### src/rtl/shxfr_pkg.sv
`timescale 1ns / 1ps
// ----------------------------------------------------------------------------
// shxfr_pkg: shared definitions for the sync-header XOR frame receiver
// Types, codes and constants used by the front end, the command queue
// and the result generator.
// ----------------------------------------------------------------------------
package shxfr_pkg;

  localparam int FRAME_BYTES_DEF = 24;
  localparam int IDX_W           = 6;

  localparam logic [7:0]  HDR_FIRST     = 8'hAA;
  localparam logic [7:0]  HDR_SECOND    = 8'h55;
  localparam logic [15:0] TIMEOUT_RESET = 16'd50;
  localparam logic [15:0] SILENCE_MAX   = 16'hFFFF;
  localparam logic [2:0]  REPLY_LAST    = 3'd6;

  // Input item kinds carried in tuser.
  localparam logic OP_BYTE = 1'b0;
  localparam logic OP_TICK = 1'b1;

  // Result kinds carried in tuser.
  typedef enum logic [1:0] {
    KIND_PAYLOAD  = 2'd0,
    KIND_REPLY    = 2'd1,
    KIND_MISMATCH = 2'd2
  } kind_t;

  typedef enum logic [1:0] {
    PH_HUNT1 = 2'd0,
    PH_HUNT2 = 2'd1,
    PH_DATA  = 2'd2,
    PH_CHECK = 2'd3
  } phase_t;

  typedef enum logic [1:0] {
    BK_IDLE  = 2'd0,
    BK_PAY   = 2'd1,
    BK_REPLY = 2'd2
  } back_state_t;

  // One finished frame handed from the front end to the result generator.
  typedef struct packed {
    logic        good;
    logic [31:0] yaw;
  } cmd_t;

  // Payload buffer write from the front end.
  typedef struct packed {
    logic             en;
    logic [IDX_W-1:0] idx;
    logic [7:0]       data;
  } pl_wr_t;

  function automatic logic [7:0] reply_byte(input logic [31:0] yaw, input logic [2:0] idx);
    logic [7:0] b;
    b = 8'h00;
    case (idx)
      3'd0: b = HDR_SECOND;
      3'd1: b = HDR_FIRST;
      3'd2: b = yaw[7:0];
      3'd3: b = yaw[15:8];
      3'd4: b = yaw[23:16];
      3'd5: b = yaw[31:24];
      3'd6: b = yaw[7:0] ^ yaw[15:8] ^ yaw[23:16] ^ yaw[31:24];
      default: b = 8'h00;
    endcase
    return b;
  endfunction

endpackage

### src/rtl/sync_header_xor_frame_receiver_core.sv
`timescale 1ns / 1ps
// ----------------------------------------------------------------------------
// sync_header_xor_frame_receiver_core: framed byte receiver with reply
// Hunts for 0xAA 0x55 headers, checks the XOR byte and emits payload and
// reply bytes, or a mismatch status.
// ----------------------------------------------------------------------------
// Usage:
// The input stream carries one received byte (tuser low) or one millisecond
// tick (tuser high) per transaction, together with the current yaw word.
// The front end takes one transaction per cycle while s_tready is high.
// A completed frame becomes a command in a two-entry queue; the back end
// then drives the output stream through a registered stage, one result
// per cycle while the receiver is ready.
// A good frame gives FRAME_BYTES payload results and seven reply results;
// a bad check byte gives one mismatch result. The first result of a good
// frame passes through the queue, the payload state and the output
// register; a mismatch result goes from the queue into the output register.
// The payload buffer has a single write port shared with the next frame,
// so payload bytes of a new frame are held off (s_tready low) until the
// back end is idle with an empty queue; header bytes still flow, but ticks
// in the data phase wait as well. When the receiver stalls, the output
// transaction is held and the back end waits.
// Reset returns the hunt to the first header, clears the silence count,
// sets the timeout to 50 ticks and empties the queue and output stage.
// The configuration port is always ready.
// ----------------------------------------------------------------------------
module sync_header_xor_frame_receiver_core #(
  parameter int FRAME_BYTES = shxfr_pkg::FRAME_BYTES_DEF
) (
  input  logic        clk,
  input  logic        rst,
  input  logic        s_tvalid,
  output logic        s_tready,
  input  logic [39:0] s_tdata,   // [7:0] rx_byte, [39:8] yaw_bits
  input  logic        s_tuser,   // [0] op
  output logic        m_tvalid,
  input  logic        m_tready,
  output logic [15:0] m_tdata,   // [7:0] data, [13:8] position, [15:14] zero
  output logic [1:0]  m_tuser,   // [1:0] kind
  output logic        m_tlast,
  input  logic        cfg_valid,
  output logic        cfg_ready,
  input  logic [15:0] cfg_data
);

  logic              back_busy;
  logic              q_full, q_empty, q_push, q_pop;
  shxfr_pkg::cmd_t   q_cmd, q_head;
  shxfr_pkg::pl_wr_t pl_wr;

  shxfr_front #(.FRAME_BYTES(FRAME_BYTES)) u_front (
    .clk       (clk),
    .rst       (rst),
    .s_tvalid  (s_tvalid),
    .s_tready  (s_tready),
    .s_tdata   (s_tdata),
    .s_tuser   (s_tuser),
    .cfg_valid (cfg_valid),
    .cfg_ready (cfg_ready),
    .cfg_data  (cfg_data),
    .back_busy (back_busy),
    .q_full    (q_full),
    .q_push    (q_push),
    .q_cmd     (q_cmd),
    .pl_wr     (pl_wr)
  );

  shxfr_cmd_q u_queue (
    .clk      (clk),
    .rst      (rst),
    .push     (q_push),
    .push_cmd (q_cmd),
    .pop      (q_pop),
    .head     (q_head),
    .empty    (q_empty),
    .full     (q_full)
  );

  shxfr_back #(.FRAME_BYTES(FRAME_BYTES)) u_back (
    .clk      (clk),
    .rst      (rst),
    .pl_wr    (pl_wr),
    .q_empty  (q_empty),
    .q_head   (q_head),
    .q_pop    (q_pop),
    .busy     (back_busy),
    .m_tvalid (m_tvalid),
    .m_tready (m_tready),
    .m_tdata  (m_tdata),
    .m_tuser  (m_tuser),
    .m_tlast  (m_tlast)
  );

endmodule

### src/rtl/shxfr_front.sv
`timescale 1ns / 1ps
// ----------------------------------------------------------------------------
// shxfr_front: header hunt, payload capture and silence timeout
// Accepts received bytes and ticks, writes payload bytes into the buffer
// and queues one command per completed frame.
// ----------------------------------------------------------------------------
module shxfr_front #(
  parameter int FRAME_BYTES = shxfr_pkg::FRAME_BYTES_DEF
) (
  input  logic                 clk,
  input  logic                 rst,
  input  logic                 s_tvalid,
  output logic                 s_tready,
  input  logic [39:0]          s_tdata,
  input  logic                 s_tuser,
  input  logic                 cfg_valid,
  output logic                 cfg_ready,
  input  logic [15:0]          cfg_data,
  input  logic                 back_busy,
  input  logic                 q_full,
  output logic                 q_push,
  output shxfr_pkg::cmd_t      q_cmd,
  output shxfr_pkg::pl_wr_t    pl_wr
);

  localparam logic [shxfr_pkg::IDX_W-1:0] FB = shxfr_pkg::IDX_W'(FRAME_BYTES);

  shxfr_pkg::phase_t             phase, phase_next;
  logic [shxfr_pkg::IDX_W-1:0]   byte_index, byte_index_next;
  logic [7:0]                    running_xor, running_xor_next;
  logic [15:0]                   silence, silence_next;
  logic [15:0]                   timeout;
  logic [15:0]                   silence_inc;
  logic                          accept;
  logic [7:0]                    rx_byte;
  logic [31:0]                   yaw_bits;

  assign rx_byte  = s_tdata[7:0];
  assign yaw_bits = s_tdata[39:8];

  // Data-phase bytes and ticks wait while the back end is busy.
  assign s_tready  = !q_full && !(phase == shxfr_pkg::PH_DATA && back_busy);
  assign accept    = s_tvalid && s_tready;
  assign cfg_ready = 1'b1;

  assign silence_inc = (silence == shxfr_pkg::SILENCE_MAX) ? silence : silence + 16'd1;

  always_comb begin
    phase_next       = phase;
    byte_index_next  = byte_index;
    running_xor_next = running_xor;
    silence_next     = silence;
    q_push           = 1'b0;
    q_cmd.good       = (rx_byte == running_xor);
    q_cmd.yaw        = yaw_bits;
    pl_wr.en         = 1'b0;
    pl_wr.idx        = byte_index;
    pl_wr.data       = rx_byte;
    if (accept) begin
      if (s_tuser == shxfr_pkg::OP_TICK) begin
        silence_next = silence_inc;
        if (phase != shxfr_pkg::PH_HUNT1 && silence_inc > timeout) begin
          phase_next      = shxfr_pkg::PH_HUNT1;
          byte_index_next = '0;
        end
      end else begin
        silence_next = '0;
        case (phase)
          shxfr_pkg::PH_HUNT1: begin
            if (rx_byte == shxfr_pkg::HDR_FIRST) phase_next = shxfr_pkg::PH_HUNT2;
          end
          shxfr_pkg::PH_HUNT2: begin
            byte_index_next = '0;
            if (rx_byte == shxfr_pkg::HDR_SECOND) begin
              phase_next       = shxfr_pkg::PH_DATA;
              running_xor_next = '0;
            end else begin
              phase_next = shxfr_pkg::PH_HUNT1;
            end
          end
          shxfr_pkg::PH_DATA: begin
            running_xor_next = running_xor ^ rx_byte;
            pl_wr.en         = (byte_index < FB);
            byte_index_next  = byte_index + 1'b1;
            if (byte_index_next >= FB) phase_next = shxfr_pkg::PH_CHECK;
          end
          default: begin
            q_push          = 1'b1;
            phase_next      = shxfr_pkg::PH_HUNT1;
            byte_index_next = '0;
          end
        endcase
      end
    end
  end

  always_ff @(posedge clk) begin
    if (rst) begin
      phase       <= shxfr_pkg::PH_HUNT1;
      byte_index  <= '0;
      running_xor <= '0;
      silence     <= '0;
      timeout     <= shxfr_pkg::TIMEOUT_RESET;
    end else begin
      phase       <= phase_next;
      byte_index  <= byte_index_next;
      running_xor <= running_xor_next;
      silence     <= silence_next;
      if (cfg_valid && cfg_ready) timeout <= cfg_data;
    end
  end

endmodule

### src/rtl/shxfr_cmd_q.sv
`timescale 1ns / 1ps
// ----------------------------------------------------------------------------
// shxfr_cmd_q: two-entry frame command queue
// Decouples the front end from the result generator.
// ----------------------------------------------------------------------------
module shxfr_cmd_q (
  input  logic             clk,
  input  logic             rst,
  input  logic             push,
  input  shxfr_pkg::cmd_t  push_cmd,
  input  logic             pop,
  output shxfr_pkg::cmd_t  head,
  output logic             empty,
  output logic             full
);

  shxfr_pkg::cmd_t entries [2];
  logic            wr_ptr, rd_ptr;
  logic [1:0]      count;

  assign empty = (count == 2'd0);
  assign full  = (count == 2'd2);
  assign head  = entries[rd_ptr];

  always_ff @(posedge clk) begin
    if (push && !full) entries[wr_ptr] <= push_cmd;
  end

  always_ff @(posedge clk) begin
    if (rst) begin
      wr_ptr <= 1'b0;
      rd_ptr <= 1'b0;
      count  <= 2'd0;
    end else begin
      if (push && !full) wr_ptr <= !wr_ptr;
      if (pop && !empty) rd_ptr <= !rd_ptr;
      count <= count + {1'b0, push && !full} - {1'b0, pop && !empty};
    end
  end

endmodule

### src/rtl/shxfr_back.sv
`timescale 1ns / 1ps
// ----------------------------------------------------------------------------
// shxfr_back: payload buffer and result generator
// Holds the payload buffer and, per queued command, emits the payload and
// reply bytes or a mismatch status through a registered output stage.
// ----------------------------------------------------------------------------
module shxfr_back #(
  parameter int FRAME_BYTES = shxfr_pkg::FRAME_BYTES_DEF
) (
  input  logic               clk,
  input  logic               rst,
  input  shxfr_pkg::pl_wr_t  pl_wr,
  input  logic               q_empty,
  input  shxfr_pkg::cmd_t    q_head,
  output logic               q_pop,
  output logic               busy,
  output logic               m_tvalid,
  input  logic               m_tready,
  output logic [15:0]        m_tdata,
  output logic [1:0]         m_tuser,
  output logic               m_tlast
);

  localparam int AW = (FRAME_BYTES > 1) ? $clog2(FRAME_BYTES) : 1;
  localparam logic [shxfr_pkg::IDX_W-1:0] FB_LAST = shxfr_pkg::IDX_W'(FRAME_BYTES - 1);

  logic [7:0]                  mem [FRAME_BYTES];
  logic [7:0]                  rd_data;
  logic [AW-1:0]               rd_addr;
  shxfr_pkg::back_state_t      st, st_next;
  logic [shxfr_pkg::IDX_W-1:0] idx, idx_next;
  logic [31:0]                 yaw;
  logic                        out_free;
  logic                        load;
  shxfr_pkg::kind_t            o_kind;
  logic [7:0]                  o_data;
  logic [shxfr_pkg::IDX_W-1:0] o_pos;
  logic                        o_last;

  assign out_free = !m_tvalid || m_tready;
  assign busy     = !q_empty || (st != shxfr_pkg::BK_IDLE);

  always_comb begin
    st_next = st;
    idx_next = idx;
    load     = 1'b0;
    q_pop    = 1'b0;
    o_kind   = shxfr_pkg::KIND_MISMATCH;
    o_data   = '0;
    o_pos    = '0;
    o_last   = 1'b1;
    case (st)
      shxfr_pkg::BK_IDLE: begin
        if (!q_empty && (q_head.good || out_free)) begin
          q_pop = 1'b1;
          if (q_head.good) begin
            st_next  = shxfr_pkg::BK_PAY;
            idx_next = '0;
          end else begin
            load = 1'b1;
          end
        end
      end
      shxfr_pkg::BK_PAY: begin
        if (out_free) begin
          load   = 1'b1;
          o_kind = shxfr_pkg::KIND_PAYLOAD;
          o_data = rd_data;
          o_pos  = idx;
          o_last = 1'b0;
          if (idx == FB_LAST) begin
            st_next  = shxfr_pkg::BK_REPLY;
            idx_next = '0;
          end else begin
            idx_next = idx + 1'b1;
          end
        end
      end
      shxfr_pkg::BK_REPLY: begin
        if (out_free) begin
          load   = 1'b1;
          o_kind = shxfr_pkg::KIND_REPLY;
          o_data = shxfr_pkg::reply_byte(yaw, idx[2:0]);
          o_pos  = idx;
          o_last = (idx[2:0] == shxfr_pkg::REPLY_LAST);
          if (o_last) begin
            st_next  = shxfr_pkg::BK_IDLE;
            idx_next = '0;
          end else begin
            idx_next = idx + 1'b1;
          end
        end
      end
      default: begin
        st_next  = shxfr_pkg::BK_IDLE;
        idx_next = '0;
      end
    endcase
  end

  // The read address runs one step ahead so that rd_data holds the byte
  // for the current index.
  assign rd_addr = (st_next == shxfr_pkg::BK_PAY) ? idx_next[AW-1:0] : '0;

  always_ff @(posedge clk) begin
    if (pl_wr.en) mem[pl_wr.idx[AW-1:0]] <= pl_wr.data;
    rd_data <= mem[rd_addr];
  end

  always_ff @(posedge clk) begin
    if (q_pop) yaw <= q_head.yaw;
    if (load) begin
      m_tdata <= {2'b00, o_pos, o_data};
      m_tuser <= o_kind;
      m_tlast <= o_last;
    end
  end

  always_ff @(posedge clk) begin
    if (rst) begin
      st       <= shxfr_pkg::BK_IDLE;
      idx      <= '0;
      m_tvalid <= 1'b0;
    end else begin
      st  <= st_next;
      idx <= idx_next;
      if (load) begin
        m_tvalid <= 1'b1;
      end else if (m_tready) begin
        m_tvalid <= 1'b0;
      end
    end
  end

endmodule
### config.mk
export PLATFORM = sky130hd
export DESIGN_NAME = sync_header_xor_frame_receiver_core
export DESIGN_NICKNAME = d
export VERILOG_FILES = /design/src/rtl/shxfr_pkg.sv /design/src/rtl/sync_header_xor_frame_receiver_core.sv /design/src/rtl/shxfr_front.sv /design/src/rtl/shxfr_cmd_q.sv /design/src/rtl/shxfr_back.sv
export SDC_FILE = /design/constraint.sdc
export NUM_CORES = 1
export LEC_CHECK = 0
export BUFFER_PORTS_ARGS = -buffer_cell sky130_fd_sc_hd__buf_2
export CELL_PAD_IN_SITES_DETAIL_PLACEMENT = 2
export CELL_PAD_IN_SITES_GLOBAL_PLACEMENT = 2
export CORE_MARGIN = 5
export CORE_UTILIZATION = 30
export CTS_BUF_LIST = sky130_fd_sc_hd__clkbuf_4 sky130_fd_sc_hd__clkbuf_8
export DETAILED_ROUTE_END_ITERATION = 8
export PLACE_DENSITY = 0.59
export SLEW_MARGIN = 20
export SYNTH_ARGS = -nofsm -noshare
export SYNTH_HDL_FRONTEND = slang
export SYNTH_SLANG_ARGS = --single-unit
### constraint.sdc
create_clock -name clk -period 10.3 [get_ports clk]
set_input_delay 1.03 -clock clk [delete_from_list [all_inputs] [get_ports clk]]
set_output_delay 1.03 -clock clk [all_outputs]
set_load 0.03 [all_outputs]
==> flow_metrics.py, run 1 <==
metrics = {
    "placement": {
        "hpwl_um": 32200,
        "gp_congestion": 0.796,
        "port_buffers": 80,
        "pre_cts_slack_ns": 5.48,
    },
    "setup_path": {
        "path_cells": "clkinv_1 -> ha_1 -> a2111oi_0 -> a211oi_2 -> nor3_4 -> buf_4 -> nand2_1 -> o22ai_1 -> o31ai_1 -> nor3_1",
        "cp.arrival_ns": 5.27,
        "path_buf_inv": 2,
        "cp-start-kind": "register",
        "rrSetupSlack_ns": 5.59,
        "cp.required_ns": 10.85,
        "max_stage_delay_ns": 0.79,
        "critPathMaxFanout": 54,
        "path_class": "reg2reg",
        "end_kind": "register",
        "cp_top_family": "compound AO/OA/AOI/OAI gates",
        "cp_slowest_cell": "dfxtp_1",
    },
    "clock_network": {
        "cts_resized": 0,
        "numCtsBuffers": 73,
        "clk_latency_ns": 0.63,
        "cts_max_path_buffers": 3,
        "clk_pin_slew_worst_paths_ns": 0.06,
        "cts_tree": "built",
        "cts.htree.levels": 3,
        "cts_root_buf": "clkbuf_8",
        "cts_num_sinks": 377,
        "post_cts_buffers": 0,
        "ctsHoldBuffers": 0,
    },
    "timing": {
        "report.final.slew_viol_count": 0,
        "min_period_ns": 4.71,
        "rsz0062_at_grt": "false",
        "hold_slack_ns": 0.480,
        "fin_crit_sh": 0.457,
        "worst_slew_pin_slew_ns": 1.01,
        "relSlewSlack": 0.327,
        "fin_tns_setup_ns": 0,
        "hold_viol": 0,
        "max_freq_mhz": 212,
        "finClkSkew_ns": 0.0216,
        "setup_ws_ns": 5.59,
        "setup_viol_count_final": 0,
    },
    "synthesis": {
        "syn_area_um2": 16400,
        "synth_edf_count": 307,
        "syn_area_per_cell_um2": 12.7,
        "syn-instance-count": 1289,
        "async_reset_ff_frac": 0,
        "synth_top_cell_by_area": "edfxtp_1",
        "ys_ff_latch": 377,
        "yosys-top-cells-area": "edfxtp_1 56%, dfxtp_1 8.5%, mux2i_1 2.9%",
        "yosys_warnings": 0,
        "synthFlopType": "edfxtp_1",
        "ys_seq_area_frac": 0.647,
        "synth_cell_types": 73,
        "synth_top_area_share": 0.561,
    },
    "global_routing": {
        "grt_pass1_vias": 12144,
        "grt_usage": 0.161,
        "grt_pass1_wl_um": 74400,
        "met1_usage": 0.212,
        "grt_max_degree": 63,
        "met3_usage": 0.0326,
        "grt_remaining_overflow": 0,
        "met2_usage": 0.269,
        "top_usage_layer": "met2",
        "antenna_found_initial": 1,
    },
    "floorplan": {
        "die_y_um": 244,
        "die_w_um": 244,
        "io_pins": 84,
        "die_area_um2": 59500,
        "coreArea_um2": 54000,
        "rows": 85,
        "start_util": 0.304,
    },
    "power_and_ir_drop": {
        "power_density_nw_per_um2": 218,
        "p_total_mw": 4.16,
        "peakVddDrop_mv": 0.0896,
        "p_leak_nw": 6.60,
    },
    "detailed_routing": {
        "routedWlPerCell_um": 22.9,
        "first_pass_iters": 5,
        "drt-total-wl_um": 49000,
        "viasPerCell": 5.11,
        "drt-initial-drc-count": 569,
        "drc_errors": 0,
        "vias": 10960,
        "antenna_left": 0,
    },
    "finish": {
        "mostFrequentLayoutCells": "307 x edfxtp_1, 124 x nand2_1, 86 x nor2_1, 84 x clkbuf_8, 80 x buf_2",
        "n_fill_cell": 5615,
        "nNetsFinal": 1487,
        "area_growth_pct": 16.1,
        "drive_above_1_share": 0.186,
        "final_common_cell": "edfxtp_1",
    },
    "worst_hold_path": {
        "hp-class": "reg2reg",
    },
    "status": {
        "status": "finished clean",
    },
    "flow_run": {
        "cap_violations": 0,
    },
}
worst min-delay path, stage by stage (launching register included):
cell and delay [ns]:
dfxtp_1 0.32, nand2_1 0.06, a21oi_1 0.05
area by class of cell:
type                       instances  area, µm²  share of cell area
clock buffer                     107       1330              0.0697
inverter                          36        135             0.00709
clock inverter                    26        168             0.00879
timing repair buffer              91        515              0.0270
multi-input combinational        809       5430               0.285
tap                              696        871              0.0457
antenna                            1       2.50            0.000131
sequential                       377      10600               0.557
cell families (layout without fill, tap and decap cells):
logic type,Yosys count,after routing,synth area share
DFF,377,377,0.647
and+or+nand+nor,353,353,0.103
AOI/OAI and AO/OA,286,286,0.116
buffers and inverters,104,260,0.0266
muxes,84,84,0.0542
xor gates and xnor gates,46,46,0.0245
adders and majority gates,37,37,0.0282
other,2,4,0.000457
sequential cells by signal, indices dropped and copies added (netlist names), 6 cells and up, named ones only:
register,cells
u_back.mem,192
u_back.rd_data,8
u_back.idx,6
u_front.running_xor,8
u_back.yaw,32
u_queue.entries,66
u_back.m_tdata,14
u_front.timeout,16
u_front.silence,16
u_front.byte_index,6
cell usage after synthesis (6+ instances only):
library cell and n:
or3_1 13, nand4_1 12, clkbuf_1 44, nand3_1 22
a211oi_1 13, dfxtp_1 70, o22ai_1 34, a32oi_1 15
a31oi_1 7, a41oi_1 8, and3_1 12, a22oi_1 18
nor2_1 86, o21a_1 7, nand2_1 124, inv_1 34
buf_2 12, xnor2_1 36, o21ai_0 49, a21o_1 10
ha_1 37, nor2b_1 16, mux2_2 35, nand3b_1 11
edfxtp_1 307, nor3_1 24, o211ai_1 6, mux2i_1 48
a21oi_1 71, nor4_1 7, xor2_1 10, nand2b_1 7
final timing paths:
check,from,to,depth (start not counted)
setup / recovery,u_back.idx[2],u_back.rd_data[2],10
hold / removal,u_front.running_xor[0],u_front.running_xor[0],2
setup reg to reg,u_back.idx[2],u_back.rd_data[2],10
hold reg to reg,u_front.running_xor[0],u_front.running_xor[0],2
stage by stage:
stage / instance area [µm²] / utilization / std cells
floorplan: 16400 / - / 1290
global placement: 17500 / 0.324 / 2007
detailed placement: 17500 / 0.324 / 2007
CTS: 19000 / 0.352 / 2140
global route: 19100 / 0.353 / 2143
finish: 19100 / 0.353 / 2143
where the power goes:
| part | leakage [nW] | total [mW] | internal [mW] | switching (mW) |
|---|---|---|---|---|
| Combinational | 2.44 | 0.781 | 0.282 | 0.499 |
| Clock | 0.799 | 1.52 | 0.858 | 0.658 |
| Sequential | 3.36 | 1.86 | 1.78 | 0.0808 |
layer usage:
metal / vias to the layer above / part of all wire
met1: 5594 / 0.45
li1: 5083 / -
met4: 0 / 0.027
met2: 205 / 0.48
met5: - / 0
met3: 78 / 0.042
Note: power is estimated with default switching activity, not from simulation.
==> run 2: changes to the inputs <==
Clock period 10.3 ns to 4.9 ns, I/O delays scaled along.
==> run 2 against run 1 <==
Effect of this change: largest power group unchanged; die area unchanged; non-clock buffer count is 35 higher; critical path depth increased by 6; design area grew 1.1%; clock-buffer cell count down 14; maximum frequency rose by 12%; combinational power grew 120%; critical endpoint is now u_front.byte_index[4]; final cell count up 1.2%.
==> flow_metrics.py, run 2 (synthesis gave the netlist of run 1 again) <==
metrics = {
    "placement": {
        "gp_congestion": 0.799,
        "hpwl_um": 33000,
        "port_buffers": 80,
    },
    "setup_path": {
        "path_cells": "ha_1 -> nand2_1 -> nor4_1 -> nand2b_1 -> nor2b_1 -> nand4_1 -> xnor2_1 -> ha_1 -> a21o_1 -> a21oi_1 -> nor2b_1 -> o21ai_0 -> a21oi_1 -> o21ai_1 -> nand2_1 -> a32o_1",
        "cp_top_family": "simple AND/OR/NAND/NOR gates",
        "max_stage_delay_ns": 0.61,
        "path_buf_inv": 0,
        "cp.required_ns": 5.41,
        "critPathMaxFanout": 8,
        "cp_slowest_cell": "nor4_1",
        "end_kind": "register",
        "cp-startpoint": "u_front.silence[0]",
        "path_class": "reg2reg",
        "r2r-start": "u_front.silence[0]",
        "cp-start-kind": "register",
        "cp.arrival_ns": 4.71,
    },
    "detailed_routing": {
        "vias": 11048,
        "drt-initial-drc-count": 628,
        "routedWlPerCell_um": 22.9,
        "drt-total-wl_um": 49700,
        "drc_errors": 0,
        "antenna_left": 0,
        "first_pass_iters": 5,
        "viasPerCell": 5.10,
    },
    "status": {
        "status": "finished clean",
    },
    "clock_network": {
        "numCtsBuffers": 70,
        "cts_resized": 0,
        "clk_pin_slew_worst_paths_ns": 0.06,
        "cts.htree.levels": 3,
        "clk_latency_ns": 0.64,
        "cts_root_buf": "clkbuf_8",
        "cts_max_path_buffers": 3,
        "cts_tree": "built",
        "cts_num_sinks": 377,
        "post_cts_buffers": 0,
    },
    "flow_run": {
        "cap_violations": 0,
    },
    "power_and_ir_drop": {
        "power_density_nw_per_um2": 451,
        "p_total_mw": 8.70,
        "p_leak_nw": 6.70,
        "peakVddDrop_mv": 0.163,
    },
    "timing": {
        "finClkSkew_ns": 0.0303,
        "relSlewSlack": 0.301,
        "rsz0062_at_grt": "false",
        "min_period_ns": 4.20,
        "report.final.slew_viol_count": 0,
        "fin_crit_sh": 0.857,
        "worst_slew_pin_slew_ns": 1.04,
        "fin_tns_setup_ns": 0,
        "max_freq_mhz": 238,
        "setup_viol_count_final": 0,
        "hold_viol": 0,
    },
    "worst_hold_path": {
        "hp-class": "in2reg",
        "hp-start": "s_tdata[36]",
    },
    "finish": {
        "largest_reg_flops": 192,
        "nNetsFinal": 1519,
        "area_growth_pct": 17.4,
        "drive_above_1_share": 0.186,
        "mostFrequentLayoutCells": "307 x edfxtp_1, 124 x nand2_1, 86 x nor2_1, 80 x buf_2, 73 x clkbuf_8",
        "final_common_cell": "edfxtp_1",
        "utilization": 0.357,
    },
    "global_routing": {
        "grt_pass1_vias": 12087,
        "grt_pass1_wl_um": 74900,
        "grt_max_degree": 63,
        "grt_usage": 0.163,
        "antenna_found_initial": 1,
        "grt_remaining_overflow": 0,
    },
    "floorplan": {
        "die_w_um": 244,
        "die_area_um2": 59500,
        "start_util": 0.304,
        "rows": 85,
        "coreArea_um2": 54000,
        "die_y_um": 244,
        "io_pins": 84,
    },
}
[run 2: changes by cell type in the layout (fill, tap and decap cells not counted), sizes merged, moves of 2 or more]
cell,previous run,this run
dlygate4sd3,0,13
clkbuf,107,93
inv,37,35
bufinv,1,4
buf,91,113
clkinv,22,24
[run 2: layout make-up]
class	count	area (µm²)
antenna	1	2.50
clock buffer	93	1150
clock inverter	30	245
fill	5580	34800
inverter	36	135
multi-input combinational	809	5420
sequential	377	10600
tap	696	871
timing repair buffer	126	823
[run 2: what timing repair did]
| item | CTS | global route |
|---|---|---|
| hold buffers | 11 | 2 |
| hold endpoints to repair | 17 | 3 |
| endpoints found under the setup margin | 0 | 0 |
[run 2: power by group]
group / internal (mW) / leakage, nW / switching (mW)
clock: 1.74 / 0.731 / 1.35
combinational: 0.611 / 2.61 / 1.08
sequential: 3.74 / 3.36 / 0.169
[run 2: per-stage QoR]
| step | area [µm²] | setup WS (ns) | cells | hold slack (ns) |
|---|---|---|---|---|
| global route | 19300 | 0.272 | 2168 | 0.00285 |
| global placement | 17700 | 0.874 | 2030 | 0.461 |
| finish | 19300 | 0.703 | 2168 | 0.0523 |
| detailed placement | 17700 | 0.701 | 2030 | 0.479 |
| floorplan | 16400 | 0.846 | 1290 | 0.452 |
| CTS | 19200 | 0.674 | 2164 | 0.000429 |
[run 2: path summary, 6_finish.rpt]
path	endpoint	slack, ns	cells after the start
min reg2reg	u_front.running_xor[2]	0.48	2
max	u_front.byte_index[4]	0.70	16
min	u_queue.entries[1][28]	0.05	1
max reg2reg	u_front.byte_index[4]	0.70	16
[run 2: per-layer routing]
metal / global-route usage / vias up / part of all wire
met3: 0.0328 / 73 / 0.036
met2: 0.273 / 173 / 0.49
met1: 0.217 / 5668 / 0.45
met5: 0 / - / 0
li1: - / 5134 / -
met4: 0.0431 / 0 / 0.019
